**config.mk**
```make
export PLATFORM = sky130hd
export DESIGN_NAME = npcm_best
export DESIGN_NICKNAME = d
export VERILOG_FILES = /design/src/hw/rtl/npcm_pkg.sv /design/src/hw/rtl/npcm_best.sv
export SDC_FILE = /design/constraint.sdc
export NUM_CORES = 1
export LEC_CHECK = 0
export BUFFER_PORTS_ARGS = -buffer_cell sky130_fd_sc_hd__buf_2
export CAP_MARGIN = 20
export CORE_ASPECT_RATIO = 1.5
export CORE_MARGIN = 4
export CORE_UTILIZATION = 39
export DETAILED_ROUTE_END_ITERATION = 10
export PLACE_DENSITY = 0.77
export SETUP_SLACK_MARGIN = 0.1
export SLEW_MARGIN = 30
export SYNTH_ARGS = -nofsm -noshare
export SYNTH_HDL_FRONTEND = slang
export SYNTH_SLANG_ARGS = --single-unit
```
**constraint.sdc**
```tcl
create_clock -name clk -period 5.95 [get_ports clk]
set_clock_uncertainty 0.2 [all_clocks]
set_input_delay 0.8925 -clock clk [delete_from_list [all_inputs] [get_ports clk]]
set_output_delay 0.8925 -clock clk [all_outputs]
set_load 0.01 [all_outputs]
```
**src/hw/rtl/npcm_pkg.sv**
```systemverilog
package npcm_pkg;

	// palette depth and derived widths
	localparam int TABLE_ENTRIES = 512;
	localparam int IDX_W         = $clog2(TABLE_ENTRIES);
	localparam int CNT_W         = $clog2(TABLE_ENTRIES + 1);

	// fixed field widths
	localparam int CHAN_W        = 8;
	localparam int QCHAN_W       = 4;
	localparam int CODE_W        = 24;
	localparam int MATCH_IDX_W   = 9;
	localparam int NUM_CHAN      = 3;
	localparam int WORD_W        = NUM_CHAN * CHAN_W + CODE_W;
	localparam int SQ_W          = 2 * CHAN_W;
	localparam int DIST_W        = SQ_W + 2;

	// one cell per color channel
	localparam int NCELL         = NUM_CHAN;

	localparam logic CMD_LOAD  = 1'b0;
	localparam logic CMD_QUERY = 1'b1;

	typedef struct packed {
		logic                cmd;
		logic [CHAN_W-1:0]   entry_red;
		logic [CHAN_W-1:0]   entry_green;
		logic [CHAN_W-1:0]   entry_blue;
		logic [CODE_W-1:0]   entry_code;
		logic [QCHAN_W-1:0]  query_red;
		logic [QCHAN_W-1:0]  query_green;
		logic [QCHAN_W-1:0]  query_blue;
	} npcm_req_t;

	typedef struct packed {
		logic [CODE_W-1:0]      match_code;
		logic [MATCH_IDX_W-1:0] match_index;
		logic                   found;
		logic                   stored;
	} npcm_rsp_t;

	// token flowing down the cell chain; channel 0 is the one the next cell uses
	typedef struct packed {
		logic [IDX_W-1:0]                idx;
		logic [CODE_W-1:0]               code;
		logic [NUM_CHAN-1:0][CHAN_W-1:0] ent_c;
		logic [NUM_CHAN-1:0][CHAN_W-1:0] ref_c;
		logic [DIST_W-1:0]               distance;
	} npcm_tok_t;

	typedef struct packed {
		logic              found;
		logic [DIST_W-1:0] distance;
		logic [IDX_W-1:0]  idx;
		logic [CODE_W-1:0] code;
	} npcm_best_t;

	typedef enum logic [1:0] {
		ST_IDLE,
		ST_SCAN,
		ST_DRAIN,
		ST_DONE
	} npcm_state_t;

	// (c*17)^2 / 255, floored
	function automatic logic [CHAN_W-1:0] gamma4(input logic [QCHAN_W-1:0] c);
		logic [CHAN_W-1:0] g;
		case (c)
			4'd0:    g = 8'd0;
			4'd1:    g = 8'd1;
			4'd2:    g = 8'd4;
			4'd3:    g = 8'd10;
			4'd4:    g = 8'd18;
			4'd5:    g = 8'd28;
			4'd6:    g = 8'd40;
			4'd7:    g = 8'd55;
			4'd8:    g = 8'd72;
			4'd9:    g = 8'd91;
			4'd10:   g = 8'd113;
			4'd11:   g = 8'd137;
			4'd12:   g = 8'd163;
			4'd13:   g = 8'd191;
			4'd14:   g = 8'd222;
			4'd15:   g = 8'd255;
			default: g = 8'd0;
		endcase
		return g;
	endfunction

endpackage

```
**src/hw/rtl/npcm_best.sv**
```systemverilog
module npcm_best
	import npcm_pkg::*;
(
	input  logic       clk,
	input  logic       arst_n,
	input  logic       clear,
	input  logic       in_valid,
	input  npcm_tok_t  in_tok,
	output npcm_best_t best_q
);

	logic              take;
	logic              found_q;
	logic [DIST_W-1:0] distance_q;
	logic [IDX_W-1:0]  idx_q;
	logic [CODE_W-1:0] code_q;

	// strict compare keeps the lowest index on ties
	assign take = in_valid && (!found_q || (in_tok.distance < distance_q));

	always_ff @(posedge clk or negedge arst_n) begin
		if (!arst_n) begin
			found_q <= 1'b0;
		end else if (clear) begin
			found_q <= 1'b0;
		end else if (take) begin
			found_q <= 1'b1;
		end
	end

	always_ff @(posedge clk) begin
		if (take && !clear) begin
			distance_q <= in_tok.distance;
			idx_q      <= in_tok.idx;
			code_q     <= in_tok.code;
		end
	end

	assign best_q = {found_q, distance_q, idx_q, code_q};

endmodule

```
==> results of run 1 <==
-- metrics by stage --
stage | util [%] | setup slack, ps | area, µm²
detailed placement | 53.95 | 2814 | 2658
global route | 55.75 | 2895 | 2746
CTS | 55.75 | 3138 | 2746
finish | 55.75 | 3134 | 2746
floorplan | - | 1260 | 2028
global placement | 53.95 | 2866 | 2658
-- registers in the layout, indices dropped and copies added, names as in the netlist --
signal,flops
code_q,24
distance_q,18
found_q,1
idx_q,9
-- kinds of logic after synthesis --
kind of cell               after synthesis  share of synthesized area, %
adders and majority gates               17                         10.49
buffers and inverters                   20                         3.887
AOI/OAI and AO/OA                       15                         5.244
DFF                                     52                         76.74
and+or+nand+nor                         13                         3.640
-- routing by layer --
layer	part of all wire (%)	vias to the layer above	wire, µm
li1	-	662	-
met1	39	612	1625
met2	46	86	1937
met3	14	7	574
met4	1.4	0	59
met5	0	-	0
-- final cells by class --
type / instances / area share (%)
well taps: 66 / 3.007
multi-input cells: 45 / 14.62
repair buffers: 108 / 19.86
clock buffers: 6 / 2.642
flip-flops and latches: 52 / 56.67
inverters: 19 / 2.597
clock inverters: 2 / 0.5923
-- power groups by stage --
stage	Combinational [mW]	Sequential, mW	Clock [mW]
floorplan	0.0336	0.465	0
global placement	0.0994	0.449	0
detailed placement	0.102	0.450	0
CTS	0.102	0.442	0.202
global route	0.112	0.444	0.223
finish	0.0999	0.441	0.195
-- worst max-delay path by stage --
stage	startpoint	end	slack [ps]	cells past startpoint
after CTS	in_tok[17]	code_q[2]	3140	6
after global placement	in_tok[17]	code_q[23]	2870	6
after floorplan	in_tok[3]	code_q[0]	1260	6
after global routing	in_tok[17]	code_q[19]	2890	6
after detailed placement	in_tok[17]	code_q[2]	2810	6
final	in_tok[17]	code_q[8]	3130	6
-- layout by cell type (no fill, tap or decap), types with 2 or more instances in the layout --
master                       n
sky130_fd_sc_hd__a21o_1      2
sky130_fd_sc_hd__nand2_1     2
sky130_fd_sc_hd__buf_4       2
sky130_fd_sc_hd__clkbuf_8    5
sky130_fd_sc_hd__buf_2     106
sky130_fd_sc_hd__edfxtp_1   51
sky130_fd_sc_hd__nor2_1      3
sky130_fd_sc_hd__o21ai_0     2
sky130_fd_sc_hd__inv_1      19
sky130_fd_sc_hd__ha_1       17
sky130_fd_sc_hd__nor3_1      2
sky130_fd_sc_hd__nand4_1     3
sky130_fd_sc_hd__a21oi_1     6
-- Yosys cell counts --
cell type,n
sky130_fd_sc_hd__edfxtp_1,51
sky130_fd_sc_hd__inv_1,19
sky130_fd_sc_hd__ha_1,17
sky130_fd_sc_hd__a21oi_1,6
sky130_fd_sc_hd__nand4_1,3
sky130_fd_sc_hd__nor2_1,3
sky130_fd_sc_hd__a21o_1,2
sky130_fd_sc_hd__nand2_1,2
sky130_fd_sc_hd__nor3_1,2
sky130_fd_sc_hd__o21ai_0,2
sky130_fd_sc_hd__a2111oi_0,1
sky130_fd_sc_hd__a211oi_2,1
sky130_fd_sc_hd__a41oi_1,1
sky130_fd_sc_hd__buf_4,1
sky130_fd_sc_hd__dfrtp_1,1
sky130_fd_sc_hd__nand2b_4,1
sky130_fd_sc_hd__nand3_1,1
sky130_fd_sc_hd__nor3b_1,1
sky130_fd_sc_hd__o31a_1,1
sky130_fd_sc_hd__o31ai_2,1
==> flow_summary.json, run 1 <==
{
  "total_via_count_in_the_routed_design": 1367,
  "cts_resized": 0,
  "n_antenna_cell": 0,
  "setup.worst_path.start_class": "primary input",
  "power.net_switching_mw": 0.1745,
  "endpoint_kind": "flop",
  "cts_h_tree_depth": 2,
  "pwr_density_cell_nw_per_um2": 267.9,
  "max-clock-path-buffers": 2,
  "global_route.usage.total_pct": 13.56,
  "vdd.ir_drop.worst_mv": 0.1520,
  "dp_hpwl_um": 3424,
  "final_net_count": 351,
  "post-place-cells": 290,
  "pwr-share-clk_pct": 26.4,
  "cp_slowest_cell": "sky130_fd_sc_hd__a2111oi_0",
  "timing_max_transition_violations_final": 0,
  "max_freq_ghz": 0.3552,
  "path_cells": "buf_2 > ha_1 > a2111oi_0 > o21ai_0 > o31ai_4 > buf_4",
  "worst_ep_required_time_ps": 5720,
  "p_leak_nw": 1.254,
  "n_fill_cell": 426,
  "synthDistinctLibCells": 20,
  "final_layout_size_suffix_gt1_share_pct": 50.86,
  "hold_buffers": 0,
  "std_cell_rows": 31,
  "clkLatencyLatePin_ps": 300,
  "synth_area_um2": 2028,
  "max_cap_violations": 0,
  "max_stage_delay_ps": 390,
  "grt_pass1_vias": 1404,
  "timing_worst_setup_path_type": "primary input to flop",
  "switching_share_pct": 23.72,
  "timing.critical_path.buf_inv": 2,
  "firstDrtPassIters": 4,
  "outcome": "finished, final reports clean",
  "initial_utilization_pct": 41.17,
  "area.growth.synth_to_final_pct": 35.41,
  "cts.root.buffer_cell": "sky130_fd_sc_hd__clkbuf_8",
  "report.final.hold_viol_count": 0,
  "setup_viol": 0,
  "drt-initial-drc-count": 54,
  "part_of_the_power_in_combinational_logic_pct": 13.6,
  "dieHeight_um": 96.32,
  "seq_power_share_pct": 60.0,
  "synth_seq_cells": 52,
  "final-seq-area_um2": 1556,
  "synth.yosys.seq_area_share_pct": 76.74,
  "boundaryPins": 155,
  "max_slew.worst_pin.slew_ps": 325.6,
  "route.antenna.remaining_nets": 0,
  "synthDominantCellAreaShare_pct": 75.51,
  "drt-vias-per-instance": 4.587,
  "grt_start_max_net_pins": 29,
  "postSynthNetCount": 237,
  "worst_relative_slew_slack_pct": 77.73,
  "synth_area_per_cell_um2": 17.34,
  "core-area_um2": 4926,
  "port_buffers": 106,
  "rr_startpoint": "distance_q[17]",
  "yosys-top-cells-area": "sky130_fd_sc_hd__edfxtp_1 76%, sky130_fd_sc_hd__ha_1 10%, sky130_fd_sc_hd__inv_1 3.5%",
  "global_route.usage.met2_pct": 22.60,
  "crit_family": "compound AO/OA/AOI/OAI gates",
  "final_cell_count_no_fill": 298,
  "gp_congestion": 0.7581,
  "arrival_ps": 2590,
  "multi_input_area_um2": 401.6,
  "groute.layer.met3.usage_pct": 5.724,
  "ys_warn_count": 0,
  "regToRegEndpoint": "code_q[8]",
  "cell_internal_pwr_mw": 0.5612,
  "timing.hold.worst.class": "primary input to async pin",
  "timing.setup.tns_ps": 0,
  "synth.largest_area_cell": "sky130_fd_sc_hd__edfxtp_1",
  "antenna_found_initial": 0,
  "post-route-period-util_pct": 47.32,
  "clk_pin_slew_worst_paths_ps": 90,
  "tritoncts_clock_tree": "yes",
  "grt_busiest_layer": "met2",
  "cts_buffer_count": 5,
  "remaining_global_route_overflow": 0,
  "first_pass_grt_wire_length_um": 6396,
  "grt_setup_unrepaired": "false",
  "critical_path_peak_fanout": 28,
  "die_area_um2": 6442,
  "post_dr_wirelength_cell_um": 14.08,
  "r2r_cells": 6,
  "groute.layer.met1.usage_pct": 15.34,
  "final_period_minus_worst_setup_slack_ps": 2816,
  "r2r_setup_slack_ps": 3460,
  "route.final.wire_length_um": 4196,
  "postSynthCellCount": 117,
  "drc": 0,
  "clkSinkCount": 52,
  "post_cts_buffers": 0,
  "report.power.total_mw": 0.7357,
  "fin_hold_ws_ps": 155.6,
  "die-width_um": 66.88
}
(Power assumes the default switching activity.)
==> run 2, diff against run 1 <==
--- a/config.mk
+++ b/config.mk
@@ -5,13 +5,14 @@
 export SDC_FILE = /design/constraint.sdc
 export NUM_CORES = 1
 export LEC_CHECK = 0
+export ABC_AREA = 1
 export BUFFER_PORTS_ARGS = -buffer_cell sky130_fd_sc_hd__buf_2
 export CAP_MARGIN = 20
 export CORE_ASPECT_RATIO = 1.5
 export CORE_MARGIN = 4
-export CORE_UTILIZATION = 39
+export CORE_UTILIZATION = 40
 export DETAILED_ROUTE_END_ITERATION = 10
-export PLACE_DENSITY = 0.77
+export PLACE_DENSITY = 0.78
 export SETUP_SLACK_MARGIN = 0.1
 export SLEW_MARGIN = 30
 export SYNTH_ARGS = -nofsm -noshare
==> constraint.sdc (replaced) <==
create_clock -name clk -period 2.85 [get_ports clk]
set_clock_uncertainty 0.2 [all_clocks]
set_input_delay 0.4275 -clock clk [delete_from_list [all_inputs] [get_ports clk]]
set_output_delay 0.4275 -clock clk [all_outputs]
set_load 0.01 [all_outputs]
==> run 2 against run 1 <==
Effect of this change: clock power increased by 110%; core utilization decreased by 0.38 points; sequential power increased by 100%; worst setup slack got worse by 2400 ps; global-route usage increased by 0.064 points; routed wire length decreased by 2.7%; die area increased by 0.67%; hold slack got worse by 75 ps; sequential cell count unchanged; combinational power increased by 70%; cell area increased by 3.3%; first-iteration DRC count increased by 44%; critical endpoint is now code_q[19]; largest power group unchanged.
==> flow_summary.json, run 2 <==
{
  "synth_flop_cell": "sky130_fd_sc_hd__edfxtp_1",
  "commonest_cells_after_routing_fill_and_taps_aside": "106 x sky130_fd_sc_hd__buf_2, 51 x sky130_fd_sc_hd__edfxtp_1, 27 x sky130_fd_sc_hd__inv_1, 24 x sky130_fd_sc_hd__nand2_1, 17 x sky130_fd_sc_hd__ha_1",
  "report.final.hold_viol_count": 0,
  "clkSinkCount": 52,
  "cts_h_tree_depth": 2,
  "p_leak_nw": 1.341,
  "commonest_cells_in_the_netlist": "51 x sky130_fd_sc_hd__edfxtp_1, 27 x sky130_fd_sc_hd__inv_1, 24 x sky130_fd_sc_hd__nand2_1, 17 x sky130_fd_sc_hd__ha_1, 5 x sky130_fd_sc_hd__a21oi_1",
  "most_common_cell_after_layout_fill_and_taps_aside": "sky130_fd_sc_hd__buf_2",
  "postSynthCellCount": 142,
  "drt-vias-per-instance": 4.356,
  "synth_area_um2": 2096,
  "ys_warn_count": 0,
  "layout_top_registers": "code_q (24), distance_q (18), idx_q (9)",
  "boundaryPins": 155,
  "arrival_ps": 1940,
  "cell_area_after_placement_um2": 2739,
  "worst_relative_slew_slack_pct": 86.38,
  "n_antenna_cell": 0,
  "max-clock-path-buffers": 2,
  "synth_edf_count": 51,
  "timing_worst_setup_path_type": "flop to flop",
  "total_via_count_in_the_routed_design": 1420,
  "post_dr_wirelength_cell_um": 12.53,
  "max_flop_register": "code_q",
  "clkLatencyLatePin_ps": 290,
  "critical_path_peak_fanout": 17,
  "std_cell_rows": 32,
  "setup_viol": 0,
  "final_layout_size_suffix_gt1_share_pct": 48.06,
  "final_period_minus_worst_setup_slack_ps": 2151,
  "synthDominantCellAreaShare_pct": 73.07,
  "drt-initial-drc-count": 78,
  "synthDistinctLibCells": 18,
  "cts.root.buffer_cell": "sky130_fd_sc_hd__clkbuf_8",
  "max_slew.worst_pin.slew_ps": 204.3,
  "vdd.ir_drop.worst_mv": 0.2300,
  "die-width_um": 67.10,
  "timing.setup.tns_ps": 0,
  "grt_setup_unrepaired": "false",
  "synth.largest_area_cell": "sky130_fd_sc_hd__edfxtp_1",
  "synth_area_per_cell_um2": 14.76,
  "setup.worst_path.start_class": "flop",
  "post-route-period-util_pct": 75.46,
  "final_net_count": 377,
  "gp_congestion": 0.6450,
  "synth.yosys.seq_area_share_pct": 74.27,
  "endpoint_kind": "flop",
  "clk_pin_slew_worst_paths_ps": 90,
  "outcome": "finished, final reports clean",
  "firstDrtPassIters": 3,
  "grt_pass1_vias": 1501,
  "tritoncts_clock_tree": "yes",
  "die_area_um2": 6485,
  "dp_hpwl_um": 3270,
  "max_reg_flops": 24,
  "port_buffers": 106,
  "timing_max_transition_violations_final": 0,
  "timing.hold.worst.class": "primary input to flop",
  "antenna_found_initial": 0,
  "worst_ep_required_time_ps": 2640,
  "grt_start_max_net_pins": 35,
  "initial_utilization_pct": 40.89,
  "dieHeight_um": 96.65,
  "pwr_density_cell_nw_per_um2": 516.7,
  "core-area_um2": 5125,
  "route.antenna.remaining_nets": 0,
  "yosys.cell_count.top_type": "sky130_fd_sc_hd__edfxtp_1",
  "postSynth.asyncResetShare_pct": 1.923,
  "max_cap_violations": 0,
  "postSynthNetCount": 262,
  "route.final.wire_length_um": 4084,
  "area.growth.synth_to_final_pct": 35.40,
  "max_freq_ghz": 0.4650,
  "first_pass_grt_wire_length_um": 6679,
  "global_route.usage.total_pct": 13.63,
  "cts_buffer_count": 5,
  "synth_seq_cells": 52,
  "remaining_global_route_overflow": 0,
  "yosys-top-cells-area": "sky130_fd_sc_hd__edfxtp_1 73%, sky130_fd_sc_hd__ha_1 10%, sky130_fd_sc_hd__inv_1 4.8%",
  "final_cell_area_um2": 2838,
  "drc": 0
}
## run 2: final timing paths
check,from,to,slack (ps),cells after the start
worst max-delay path,distance_q[9],code_q[19],700,9
worst min register to register,found_q,found_q,380,2
max in group asynchronous,arst_n,found_q,2130,2
worst min-delay path,clear,found_q,80,2
worst max register to register,distance_q[9],code_q[19],700,9
min in group asynchronous,arst_n,found_q,240,2
## run 2: layout make-up
cell class | count | area [µm²]
inverter | 28 | 105.1
tap | 68 | 85.08
clock inverter | 2 | 16.27
multi-input combinational | 61 | 434.2
timing repair buffer | 109 | 568.0
clock buffer | 6 | 72.57
sequential | 52 | 1556
fill | 471 | 2287
## run 2: worst max-delay path: stages (launching register included)
cell and delay (ps):
sky130_fd_sc_hd__edfxtp_1 420, sky130_fd_sc_hd__inv_1 80, sky130_fd_sc_hd__ha_1 230, sky130_fd_sc_hd__a21o_1 160
sky130_fd_sc_hd__nor2_1 110, sky130_fd_sc_hd__nand2_1 60, sky130_fd_sc_hd__nand2_1 60, sky130_fd_sc_hd__nand3_2 80
sky130_fd_sc_hd__a21oi_4 170, sky130_fd_sc_hd__buf_4 260
## run 2: report_power, final
part           internal, mW  switching (mW)  leakage (nW)
sequential            0.881          0.0103         0.488
clock                 0.175           0.231        0.0414
combinational        0.0776          0.0920         0.812
## run 2: kinds of logic after synthesis
group           after synthesis  synth area share [%]
flops                        52                 74.27
simple gates                 35                 7.582
buf+inv                      29                 5.373
fa+ha+maj                    17                 10.15
compound gates                9                 2.627
## run 2: through the flow
| step | util (%) | hold slack (ps) | std cells | worst slack [ps] | total power, mW |
|---|---|---|---|---|---|
| after global routing | 55.37 | 74.08 | 326 | 497.7 | 1.555 |
| after global placement | 53.44 | 3.442 | 317 | 551.2 | 1.075 |
| after detailed placement | 53.44 | 5.112 | 317 | 515.7 | 1.082 |
| final | 55.37 | 80.13 | 326 | 699.4 | 1.466 |
| after floorplan | - | -68.09 | 142 | 189.1 | 0.9928 |
| after CTS | 55.37 | 61.62 | 326 | 657.1 | 1.495 |
## run 2: metal layers
metal,up-vias,track usage (%),routed length (µm)
met3,10,3.600,422
met4,0,5.625,95
met1,631,13.91,1443
li1,711,-,-
met2,68,24.92,2122
met5,-,0,0
## run 2: timing repair
action                                 CTS  global route
buffers inserted                         0             0
gates resized for setup                  0             0
endpoints found under the hold margin    1             0
hold buffers                             1             0
