===== src/hw/rtl/npcm_pkg.sv =====
package npcm_pkg;

	// palette depth and derived widths
	localparam int TABLE_ENTRIES = 512;
	localparam int IDX_W         = $clog2(TABLE_ENTRIES);
	localparam int CNT_W         = $clog2(TABLE_ENTRIES + 1);

	// fixed field widths
	localparam int CHAN_W        = 8;
	localparam int QCHAN_W       = 4;
	localparam int CODE_W        = 24;
	localparam int MATCH_IDX_W   = 9;
	localparam int NUM_CHAN      = 3;
	localparam int WORD_W        = NUM_CHAN * CHAN_W + CODE_W;
	localparam int SQ_W          = 2 * CHAN_W;
	localparam int DIST_W        = SQ_W + 2;

	// one cell per color channel
	localparam int NCELL         = NUM_CHAN;

	localparam logic CMD_LOAD  = 1'b0;
	localparam logic CMD_QUERY = 1'b1;

	typedef struct packed {
		logic                cmd;
		logic [CHAN_W-1:0]   entry_red;
		logic [CHAN_W-1:0]   entry_green;
		logic [CHAN_W-1:0]   entry_blue;
		logic [CODE_W-1:0]   entry_code;
		logic [QCHAN_W-1:0]  query_red;
		logic [QCHAN_W-1:0]  query_green;
		logic [QCHAN_W-1:0]  query_blue;
	} npcm_req_t;

	typedef struct packed {
		logic [CODE_W-1:0]      match_code;
		logic [MATCH_IDX_W-1:0] match_index;
		logic                   found;
		logic                   stored;
	} npcm_rsp_t;

	// token flowing down the cell chain; channel 0 is the one the next cell uses
	typedef struct packed {
		logic [IDX_W-1:0]                idx;
		logic [CODE_W-1:0]               code;
		logic [NUM_CHAN-1:0][CHAN_W-1:0] ent_c;
		logic [NUM_CHAN-1:0][CHAN_W-1:0] ref_c;
		logic [DIST_W-1:0]               distance;
	} npcm_tok_t;

	typedef struct packed {
		logic              found;
		logic [DIST_W-1:0] distance;
		logic [IDX_W-1:0]  idx;
		logic [CODE_W-1:0] code;
	} npcm_best_t;

	typedef enum logic [1:0] {
		ST_IDLE,
		ST_SCAN,
		ST_DRAIN,
		ST_DONE
	} npcm_state_t;

	// (c*17)^2 / 255, floored
	function automatic logic [CHAN_W-1:0] gamma4(input logic [QCHAN_W-1:0] c);
		logic [CHAN_W-1:0] g;
		case (c)
			4'd0:    g = 8'd0;
			4'd1:    g = 8'd1;
			4'd2:    g = 8'd4;
			4'd3:    g = 8'd10;
			4'd4:    g = 8'd18;
			4'd5:    g = 8'd28;
			4'd6:    g = 8'd40;
			4'd7:    g = 8'd55;
			4'd8:    g = 8'd72;
			4'd9:    g = 8'd91;
			4'd10:   g = 8'd113;
			4'd11:   g = 8'd137;
			4'd12:   g = 8'd163;
			4'd13:   g = 8'd191;
			4'd14:   g = 8'd222;
			4'd15:   g = 8'd255;
			default: g = 8'd0;
		endcase
		return g;
	endfunction

endpackage


===== src/hw/rtl/npcm_cell.sv =====
module npcm_cell
	import npcm_pkg::*;
(
	input  logic      clk,
	input  logic      arst_n,
	input  logic      in_valid,
	input  npcm_tok_t in_tok,
	output logic      out_valid_s1,
	output npcm_tok_t out_tok_s1
);

	logic [CHAN_W-1:0] diff;
	logic [SQ_W-1:0]   sq;
	npcm_tok_t         nxt;

	// squared difference of channel 0, then rotate so the next cell sees the next channel
	always_comb begin
		diff = (in_tok.ent_c[0] > in_tok.ref_c[0]) ? (in_tok.ent_c[0] - in_tok.ref_c[0])
		                                           : (in_tok.ref_c[0] - in_tok.ent_c[0]);
		sq           = diff * diff;
		nxt          = in_tok;
		nxt.ent_c    = {in_tok.ent_c[0], in_tok.ent_c[2], in_tok.ent_c[1]};
		nxt.ref_c    = {in_tok.ref_c[0], in_tok.ref_c[2], in_tok.ref_c[1]};
		nxt.distance = in_tok.distance + DIST_W'(sq);
	end

	always_ff @(posedge clk or negedge arst_n) begin
		if (!arst_n) begin
			out_valid_s1 <= 1'b0;
		end else begin
			out_valid_s1 <= in_valid;
		end
	end

	always_ff @(posedge clk) begin
		out_tok_s1 <= nxt;
	end

endmodule


===== config.mk =====
export PLATFORM = sky130hd
export DESIGN_NAME = npcm_cell
export DESIGN_NICKNAME = d
export VERILOG_FILES = /design/src/hw/rtl/npcm_pkg.sv /design/src/hw/rtl/npcm_cell.sv
export SDC_FILE = /design/constraint.sdc
export NUM_CORES = 1
export LEC_CHECK = 0
export ABC_AREA = 1
export BUFFER_PORTS_ARGS = -buffer_cell sky130_fd_sc_hd__buf_2
export CAP_MARGIN = 40
export CORE_UTILIZATION = 49
export CTS_CLUSTER_DIAMETER = 40
export DETAILED_ROUTE_END_ITERATION = 12
export PLACE_DENSITY = 0.82
export SYNTH_ARGS = -nofsm -noshare
export SYNTH_HDL_FRONTEND = slang
export SYNTH_SLANG_ARGS = --single-unit

===== constraint.sdc =====
create_clock -name clk -period 0.8 [get_ports clk]
set_input_delay 0.04 -clock clk [delete_from_list [all_inputs] [get_ports clk]]
set_output_delay 0.04 -clock clk [all_outputs]
set_load 0.02 [all_outputs]

==> summary.md, run 1 <==
| Metric | Value |
|---|---|
| Sequential fraction of the synthesis area | `38.3%` |
| Clk sinks | `100` |
| Die Height | `105 microns` |
| GR Overflow Total | `64` |
| Err | `[ERROR GRT-0232] Routing congestion too high. Check the congestion heatmap in the GUI.` |
| Place WS | `-4.10 ns` |
| H-Tree Level Count | `3` |
| FP Rows | `37` |
| Status | `stopped before the end` |
| Most used DFF post-synth | `dfxtp_1` |
| # IOs | `202` |
| Failed at | `global routing (5_1_grt)` |
| Yosys cell types | `34` |
| Post-Syn Area | `5240 sq um` |
| YS warnings | `0` |
| EDFF count, synth | `0` |
| Register bit total from synthesis | `100` |
| RD Place Congestion | `0.862` |
| Die Wd | `105 microns` |
| Worst EP post-GRT repair | `out_tok_s1[15]$_DFF_P_/D` |
| Num CTS Buffers | `9` |
| Asr flop ratio synth | `1.00%` |
| Synth area leaders | `dfxtp_1 38%, fa_1 15%, ha_1 14%` |
| Worst endpoint kind after the last repair | `sequential cell input` |
| Bufs on Longest Clock Path | `2` |
| Avg Inst Size Synth | `9.25 sq um` |
| Initial antenna violation count | `1` |
| Synth area leader | `dfxtp_1` |
| Port Buffer Count | `201` |
| Post-DP HPWL | `10700 microns` |
| Share of the synthesized area in the top cell type | `37.8%` |
| Starting Density | `50.7%` |
| Area post-placement | `7280 sq um` |
| CTS root buffer | `clkbuf_8` |
| Aggregate global-route resource usage | `75.2%` |
| Gate Count Post-Synth | `566` |
| Pin count of the biggest net entering global routing | `22` |
| Post-synthesis net count | `765` |
-- through the flow --
step / hold slack (ns) / instances / utilization (%) / TNS, ns
2_1_floorplan: -0.256 / 566 / - / -52.32
3_3_place_gp: -0.183 / 966 / 70.5 / -58.80
3_5_place_dp: -0.182 / 966 / 70.5 / -60.94
4_1_cts: -0.121 / 1077 / 91.9 / -59.55
-- synth_stat cells (all sizes together) (3+ instances only) --
library cell  count
a21o              3
a21oi            16
buf               4
dfxtp            99
fa               39
ha               58
inv             131
nand2           113
nand3            21
nand4             5
nor2             35
nor3              3
o21ai             6
o21bai            6
xnor2            10
xor2             11
-- cell families after synthesis --
kind of cell / after synthesis / share of synthesized area [%]
simple gates: 179 / 15.6
buf+inv: 136 / 10.1
flops: 100 / 38.3
fa+ha+maj: 97 / 28.8
compound gates: 33 / 3.73
xor+xnor: 21 / 3.51
-- per-layer routing --
metal	track usage, %	GRT overflow
met3	58.3	0
met1	73.0	0
met5	8.10	0
met2	96.1	47
met4	77.7	17
-- repair_timing --
action                                 CTS
setup endpoints to repair              118
buffers inserted                        11
cloned                                   0
pin swaps                               44
hold buffers                            85
gates resized for setup                373
endpoints found under the hold margin   86
==> inputs of run 2 (changes only) <==
Settings changed: CORE_UTILIZATION 49 to 34, CTS_CLUSTER_DIAMETER 40 to unset, PLACE_DENSITY 0.82 to unset, PLACE_DENSITY_LB_ADDON set to 0.15.
==> summary.md, run 2 <==
| Metric | Value |
|---|---|
| YS warnings | `0 (unchanged)` |
| # IOs | `202 (unchanged)` |
| EDFF count, synth | `0 (unchanged)` |
| Drt wl/cell | `13.1 microns` |
| # fillers | `1173` |
| Pre-antenna DRT Iters | `4` |
| Failing checks | `negative hold slack, negative setup slack` |
| CP max stage cell | `fa_1` |
| Share of the synthesized area in the top cell type | `37.8% (unchanged)` |
| Worst-path clk slew | `0.07 ns` |
| Crit start category | `input pin` |
| Largest family of logic cells by synthesized area | `adder cells` |
| Setup TNS | `-54.25 ns` |
| Synth area leader | `dfxtp_1` |
| # setup viols final | `118` |
| Area Overhead vs Synth | `88.4%` |
| Hold Violations, Final | `2` |
| Pin count of the biggest net entering global routing | `21` |
| Synth Area in Compound Gates | `3.73% (unchanged)` |
| Register bit total from synthesis | `100 (unchanged)` |
| Yosys cell types | `34 (unchanged)` |
| Reg with most FFs | `out_tok_s1` |
| Largest registers | `out_tok_s1 x99, out_valid_s1 x1` |
| Class of the worst hold path | `input pin to register` |
| Hold path startpoint | `in_tok[1]` |
| Post-synth top cells | `126 x inv_1, 99 x dfxtp_1, 98 x nand2_1, 58 x ha_1, 39 x fa_1` |
| Clk sinks | `100 (unchanged)` |
| Post-Syn Area | `5240 sq um (unchanged)` |
| Post-Synth Simple-Gate Area | `15.6% (unchanged)` |
| Max Clk Rate | `233 MHz` |
| Slew Limit Fails | `0` |
| Post-synthesis net count | `765 (unchanged)` |
| Final worst slack | `-3.49 ns` |
| Hold-fix buffers, CTS | `85 (unchanged)` |
| Sequential fraction of the synthesis area | `38.3% (unchanged)` |
| Unrepaired setup endpoints after global routing | `yes` |
| Synth Area in XOR/XNOR | `3.51% (unchanged)` |
| TritonCTS clock tree | `done` |
| Post-DP HPWL | `10200 microns (-4.4%)` |
| Gate Count Post-Synth | `566 (unchanged)` |
| Die area | `15900 sq um` |
| Hold EP | `out_tok_s1[1]` |
| Period utilization | `536%` |
| Final WL | `15000 microns` |
| Minimum clock period | `4.29 ns` |
| Die Wd | `126 microns (+20%)` |
| Avg Inst Size Synth | `9.25 sq um (unchanged)` |
| Final Hold Slack | `-0.0738 ns` |
| Mux contribution to synthesized area | `0% (unchanged)` |
| Synth area leaders | `dfxtp_1 38%, fa_1 15%, ha_1 14%` |
| CP required | `1.04 ns` |
| Critical path capture point type | `register` |
| Asr flop ratio synth | `1.00% (unchanged)` |
| Crit Path Class | `input pin to register` |
| Port Buffer Count | `201 (unchanged)` |
| Commonest non-fill, non-tap cell in the layout | `buf_6` |
| GR Overflow Total | `0` |
| RD Place Congestion | `0.831 (-3.6%)` |
| Most common cell in the netlist | `inv_1` |
| Vias per std cell | `4.29` |
| Status | `finished, violations left` |
| Commonest non-fill, non-tap cells in the layout | `107 x buf_6, 106 x inv_1, 99 x buf_2, 99 x dfxtp_2, 85 x dlygate4sd3_1` |
| Crit Path Max Fanout | `8` |
| Bufs on Longest Clock Path | `2 (unchanged)` |
| CORE AREA | `14800 sq um` |
| Number of global-route vias before repair | `5331` |
| First-pass GRT wire length | `24800 microns` |
| DRT iter0 DRCs | `140` |
| Largest register FFs | `99` |
| H-Tree Level Count | `3 (unchanged)` |
| Synth Area in Adders | `28.8% (unchanged)` |
| Aggregate global-route resource usage | `19.7%` |
| Vias post-DR | `4882` |
| Num CTS Buffers | `9 (unchanged)` |
| Final net count | `1149` |
| CTS root buffer | `clkbuf_16` |
| Antenna cells | `0` |
| Worst Tran Pin Value | `0.386 ns` |
| Slew headroom | `74.1%` |
| Initial antenna violation count | `0` |
| Most used DFF post-synth | `dfxtp_1` |
| Hold depth | `2` |
| Max_cap viols | `0` |
| CP max stage delay | `0.49 ns` |
| Starting Density | `35.5% (-15 points)` |
| Share of cells above drive strength 1 | `57.3%` |
| Drt drc | `0` |
| Routed Antenna Nets | `0` |
| Die Height | `126 microns (+20%)` |
| Critical Path AT | `4.53 ns` |
| FP Rows | `44 (+19%)` |
run 2: cell counts after synthesis:
No cell type changed its count.
run 2: cells by family after synthesis:
| logic type | count (synthesis) |
|---|---|
| AND/OR/NAND/NOR | 179 |
| XOR/XNOR | 21 |
| buffers and inverters | 136 |
| AO/OA/AOI/OAI | 33 |
| flip-flops | 100 |
| adder cells (fa/ha/maj) | 97 |
run 2: worst max-delay path, delay by kind of cell:
family | cells | cell delay, ns
xor gates and xnor gates | 1 | 0.11
adders and majority gates | 7 | 2.64
buffers and inverters | 10 | 0.68
and+or+nand+nor | 11 | 1.02
run 2: through the flow:
step           util (%)  instance area (sq um)  cells  hold WS (ns)  worst slack [ns]
2_1_floorplan         -                   5640    566        -0.256             -3.63
3_3_place_gp       50.0                   7380   1020        -0.185             -3.96
3_5_place_dp       50.0                   7380   1020        -0.185             -4.19
4_1_cts            64.8                   9560   1129       -0.0852             -3.45
5_1_grt            66.9                   9870   1139       -0.0846             -3.68
6_report           66.9                   9870   1139       -0.0738             -3.49
run 2: per-layer routing:
layer | vias up | routed length (microns) | global-route usage [%]
li1 | 2465 | - | -
met1 | 2253 | 5980 | 21.7
met2 | 141 | 7990 | 37.5
met3 | 23 | 675 | 3.78
met4 | 0 | 320 | 6.66
met5 | - | 0 | 0
run 2: what timing repair did:
action / 4_1_cts / 5_1_grt
setup endpoints to repair: 118 / 117
gates resized for setup: 347 / 51
setup buffers: 8 / 11
pin swaps: 28 / 31
endpoints found under the hold margin: 86 / 2
run 2: area by class of cell:
| type | count | area, sq um | area share [%] |
|---|---|---|---|
| Clock buffer | 9 | 225 | 2.28 |
| Tap cell | 184 | 230 | 2.33 |
| Multi-Input combinational cell | 330 | 3400 | 34.5 |
| Sequential cell | 100 | 2130 | 21.6 |
| Timing Repair Buffer | 378 | 3250 | 33.0 |
| Inverter | 131 | 544 | 5.52 |
| Clock inverter | 7 | 80.1 | 0.812 |
run 2: worst max-delay path by stage:
stage,start,end,slack [ns]
after floorplan,in_tok[42],out_tok_s1[15],-3.63
after global placement,in_tok[42],out_tok_s1[15],-3.96
after detailed placement,in_tok[42],out_tok_s1[15],-4.19
after CTS,in_tok[42],out_tok_s1[17],-3.45
after global routing,in_tok[42],out_tok_s1[17],-3.68
final,in_tok[42],out_tok_s1[9],-3.49
Power of run 2 is left out: the tool's default activity adds up to more than one toggle a clock period on the data nets, which glitch-free logic cannot reach.
==> inputs of run 3 (changes only) <==
Settings changed: SKIP_LAST_GASP set to 1.
==> summary.md, run 3 (synthesis results as in run 2) <==
| Metric | Value |
|---|---|
| First-pass GRT wire length | `24700 microns (about the same)` |
| Port Buffer Count | `201 (unchanged)` |
| Worst-path clk slew | `0.07 ns (about the same)` |
| Commonest non-fill, non-tap cell in the layout | `buf_6` |
| Num CTS Buffers | `9 (unchanged)` |
| Aggregate global-route resource usage | `19.7% (about the same)` |
| CP max stage delay | `0.49 ns (about the same)` |
| Vias per std cell | `4.30 (+0.40%)` |
| Register area | `2130 sq um (unchanged)` |
| Final Instance Count excl. Fillers | `1150 (+0.97%)` |
| Status | `finished, violations left` |
| Die Height | `126 microns (unchanged)` |
| CP top delay family | `adder cells` |
| Multi-input logic area | `3380 sq um (-0.59%)` |
| Hold-fix buffers, CTS | `85 (unchanged)` |
| Hold depth | `2 (unchanged)` |
| Slew headroom | `73.5% (-0.53 points)` |
| Die area | `15900 sq um (unchanged)` |
| Commonest non-fill, non-tap cells in the layout | `118 x buf_6, 107 x inv_1, 99 x buf_2, 99 x dfxtp_2, 85 x dlygate4sd3_1` |
| CP max stage cell | `fa_1` |
| H-Tree Level Count | `3 (unchanged)` |
| Final worst slack | `-3.49 ns (+0.00184 ns)` |
| Share of cells above drive strength 1 | `57.3% (+0.072 points)` |
| Clk sinks | `100 (unchanged)` |
| Largest register FFs | `99 (unchanged)` |
| Initial antenna violation count | `0 (unchanged)` |
| Die Wd | `126 microns (unchanged)` |
| Pin count of the biggest net entering global routing | `21 (unchanged)` |
| DRT iter0 DRCs | `160 (+14%)` |
| RD Place Congestion | `0.831 (unchanged)` |
| Post-DP HPWL | `10200 microns (unchanged)` |
| Placed Instances | `1020 (unchanged)` |
| Routed Antenna Nets | `0 (unchanged)` |
| Crit start category | `input pin` |
| Drt wl/cell | `13.3 microns (+0.91%)` |
| Final WL | `15300 microns (+1.9%)` |
| FP Rows | `44 (unchanged)` |
| Max_cap viols | `0 (unchanged)` |
| # setup viols final | `118 (unchanged)` |
| CTS root buffer | `clkbuf_16` |
| Max Clk Rate | `233 MHz (about the same)` |
| Minimum clock period | `4.29 ns (-0.00184 ns)` |
| Drt drc | `0 (unchanged)` |
| Area Overhead vs Synth | `90.4%` |
| Worst path buffer plus inverter count | `10 (unchanged)` |
| Critical Path Stages | `29 (unchanged)` |
| GR Overflow Total | `0 (unchanged)` |
| Reg with most FFs | `out_tok_s1` |
| # IOs | `202 (unchanged)` |
| Crit Path Class | `input pin to register` |
| Class of the worst hold path | `input pin to register` |
| CORE AREA | `14800 sq um (unchanged)` |
| Final Hold Slack | `-0.0619 ns (+0.0119 ns)` |
| Critical Path AT | `4.53 ns (about the same)` |
| Antenna cells | `0 (unchanged)` |
| Hold Violations, Final | `2 (unchanged)` |
| Critical path capture point type | `register` |
| Vias post-DR | `4949 (+1.4%)` |
| Period utilization | `536% (about the same)` |
| Pre-antenna DRT Iters | `4 (unchanged)` |
| Hold path startpoint | `in_tok[1]` |
| Number of global-route vias before repair | `5340 (+0.17%)` |
| # fillers | `1169 (-0.34%)` |
| TritonCTS clock tree | `done` |
| Final net count | `1160 (+0.96%)` |
| Slew Limit Fails | `0 (unchanged)` |
| Worst Tran Pin Value | `0.394 ns (+0.00789 ns)` |
| Crit Path Max Fanout | `8 (unchanged)` |
| CP required | `1.04 ns (about the same)` |
| Unrepaired setup endpoints after global routing | `yes` |
| Starting Density | `35.5% (unchanged)` |
| Largest registers | `out_tok_s1 x99, out_valid_s1 x1` |
| Bufs on Longest Clock Path | `2 (unchanged)` |
| Failing checks | `negative hold slack, negative setup slack` |
| CP startpoint | `in_tok[42]` |
==> run 3: metal layers <==
| layer | global-route usage, % | wire (microns) | part of all wire (%) | vias up |
|---|---|---|---|---|
| met1 | 21.7 | 6090 | 40 | 2298 |
| met5 | 0 | 0 | 0 | - |
| li1 | - | - | - | 2488 |
| met3 | 3.74 | 689 | 4.5 | 23 |
| met2 | 37.5 | 8150 | 53 | 140 |
| met4 | 6.66 | 320 | 2.1 | 0 |
==> run 3: final timing paths <==
| check | end |
|---|---|
| max in group asynchronous | out_valid_s1 |
| hold / removal | out_tok_s1[1] |
| setup / recovery | out_tok_s1[9] |
| min in group asynchronous | out_valid_s1 |
==> run 3: layout make-up <==
cell class,instances,area share (%)
Clock buffer,9,2.26
Clock inverter,7,0.803
Inverter,131,5.46
Multi-Input combinational cell,330,33.9
Sequential cell,100,21.4
Tap cell,184,2.31
Timing Repair Buffer,389,33.9
==> run 3: timing repair <==
action                                 CTS  global route
setup buffers                            8            22
pin swaps                               28            32
endpoints found under the hold margin   86             2
setup endpoints to repair              118           118
resized for setup                      345            59
==> run 3: stage by stage <==
step	setup TNS, ns	cell area, sq um	worst slack, ns	hold WS, ns	util [%]
3_5_place_dp	-61.95	7380	-4.19	-0.185	50.0
6_report	-56.74	9970	-3.49	-0.0619	67.6
4_1_cts	-55.28	9560	-3.45	-0.0852	64.8
3_3_place_gp	-59.53	7380	-3.96	-0.185	50.0
2_1_floorplan	-52.32	5640	-3.63	-0.256	-
5_1_grt	-62.51	9970	-3.71	-0.0730	67.6
Power of run 3 is left out for the same reason.
==> inputs of run 4 (changes only) <==
Settings changed: CTS_CLUSTER_DIAMETER set to 60, GPL_TIMING_DRIVEN set to 0, MAX_ROUTING_LAYER set to met4.
==> summary.md, run 4 (synthesis results as in run 2) <==
| Metric | Value |
|---|---|
| Status | `finished, violations left` |
| Failing checks | `negative hold slack, negative setup slack` |
| Area Overhead vs Synth | `80.6%` |
| Class of the worst hold path | `input pin to register` |
| Unrepaired setup endpoints after global routing | `yes` |
| Die Wd | `126 microns (unchanged)` |
| Commonest non-fill, non-tap cell in the layout | `inv_1` |
| Die area | `15900 sq um (unchanged)` |
| Critical Path Stages | `30 (+3.4%)` |
| Period utilization | `542% (+5.4 points)` |
| First-pass GRT wire length | `22800 microns (-7.8%)` |
| Slew Limit Fails | `0 (unchanged)` |
| Drt wl/cell | `12.8 microns (-3.3%)` |
| Final instance area | `9460 sq um (-5.2%)` |
| Pre-antenna DRT Iters | `6 (+2)` |
| Bufs on Longest Clock Path | `2 (unchanged)` |
| CP required | `1.04 ns (about the same)` |
| Place WS | `-4.28 ns (-0.0855 ns)` |
| Max Clk Rate | `231 MHz (-0.99%)` |
| Commonest non-fill, non-tap cells in the layout | `107 x inv_1, 106 x buf_6, 99 x buf_2, 99 x dfxtp_2, 85 x dlygate4sd3_1` |
| CP max stage cell | `fa_2` |
| Num CTS Buffers | `9 (unchanged)` |
| Clk sinks | `100 (unchanged)` |
| RD Place Congestion | `0.816 (-1.8%)` |
| Starting Density | `35.5% (unchanged)` |
| Critical Path AT | `4.57 ns (+0.04 ns)` |
| Worst path buffer plus inverter count | `9 (-1)` |
| Crit Path Class | `input pin to register` |
| CTS root buffer | `clkbuf_16` |
| Vias post-DR | `4760 (-3.8%)` |
| TritonCTS clock tree | `done` |
| CORE AREA | `14800 sq um (unchanged)` |
| CP max stage delay | `0.52 ns (+0.03 ns)` |
| Critical path capture point type | `register` |
| DRT iter0 DRCs | `133 (-17%)` |
| Port Buffer Count | `201 (unchanged)` |
| Reg with most FFs | `out_tok_s1` |
| Crit start category | `input pin` |
| H-Tree Level Count | `3 (unchanged)` |
| Final Hold Slack | `-0.0694 ns (-0.00749 ns)` |
| # setup viols final | `118 (unchanged)` |
| Routed Antenna Nets | `0 (unchanged)` |
| Aggregate global-route resource usage | `18.7% (-0.99 points)` |
| Final worst slack | `-3.53 ns (-0.0428 ns)` |
| Max_cap viols | `0 (unchanged)` |
| Worst Tran Pin Value | `0.342 ns (-0.0522 ns)` |
| CP Capture Point | `out_tok_s1[14]` |
| Vias per std cell | `4.37 (+1.5%)` |
| Final net count | `1099 (-5.3%)` |
| Post-DP HPWL | `9210 microns (-9.9%)` |
| Number of global-route vias before repair | `4941 (-7.5%)` |
| Hold Violations, Final | `2 (unchanged)` |
| Crit Path Max Fanout | `8 (unchanged)` |
| Slew headroom | `77.1% (+3.5 points)` |
| Largest register FFs | `99 (unchanged)` |
| # IOs | `202 (unchanged)` |
| Drt drc | `0 (unchanged)` |
| Worst-path clk slew | `0.08 ns (about the same)` |
| CP startpoint | `in_tok[42]` |
| Final WL | `14000 microns (-8.3%)` |
| Minimum clock period | `4.33 ns (+0.0428 ns)` |
| Largest registers | `out_tok_s1 x99, out_valid_s1 x1` |
| Area post-placement | `6870 sq um (-6.9%)` |
| Pin count of the biggest net entering global routing | `21 (unchanged)` |
| Share of cells above drive strength 1 | `54.8% (-2.5 points)` |
| Initial antenna violation count | `1 (+1)` |
| CP top delay family | `adder cells` |
| GR Overflow Total | `0 (unchanged)` |
| Die Height | `126 microns (unchanged)` |
| Hold-fix buffers, CTS | `85 (unchanged)` |
| FP Rows | `44 (unchanged)` |
## run 4: cell count changes in the layout (fill, tap and decap cells not counted), sizes merged
cell,previous run,this run
diode,0,1
buf,304,242
clkbuf,9,10
## run 4: layout make-up
| cell class | instances | area, sq um |
|---|---|---|
| antenna | 1 | 2.50 |
| buffer | 4 | 46.3 |
| clock buffer | 9 | 225 |
| clock inverter | 7 | 80.1 |
| fill | 1153 | 5300 |
| inverter | 131 | 542 |
| multi-input combinational | 330 | 3370 |
| sequential | 100 | 2130 |
| tap | 184 | 230 |
| timing repair buffer | 324 | 2830 |
## run 4: per-stage QoR
| step | instances | setup TNS [ns] | util [%] |
|---|---|---|---|
| after floorplan | 566 | -52.32 | - |
| after global placement | 951 | -60.87 | 46.6 |
| after detailed placement | 951 | -61.89 | 46.6 |
| after CTS | 1079 | -56.11 | 62.7 |
| after global routing | 1090 | -60.32 | 64.1 |
| final | 1090 | -54.60 | 64.1 |
## run 4: routing by layer
metal	vias to the layer above	track usage (%)	part of all wire, %
li1	2375	-	-
met1	2217	19.6	39
met2	147	34.4	53
met3	21	4.25	5.9
met4	0	6.17	1.9
met5	-	-	0
## run 4: worst min path at each step
stage	from	slack, ns	cells past startpoint	to
global placement	arst_n	-0.19	1	out_valid_s1
global route	in_tok[1]	-0.08	2	out_tok_s1[1]
floorplan	arst_n	-0.26	0	out_valid_s1
CTS	in_tok[1]	-0.08	2	out_tok_s1[1]
finish	in_tok[1]	-0.07	2	out_tok_s1[1]
detailed placement	arst_n	-0.18	1	out_valid_s1
## run 4: repair_timing
| item | 4_1_cts | 5_1_grt |
|---|---|---|
| endpoints found under the setup margin | 117 | 118 |
| pin swaps | 45 | 25 |
| buffers inserted | 28 | 11 |
| resized for setup | 359 | 39 |
| endpoints found under the hold margin | 86 | 2 |
Power of run 4 is left out for the same reason.
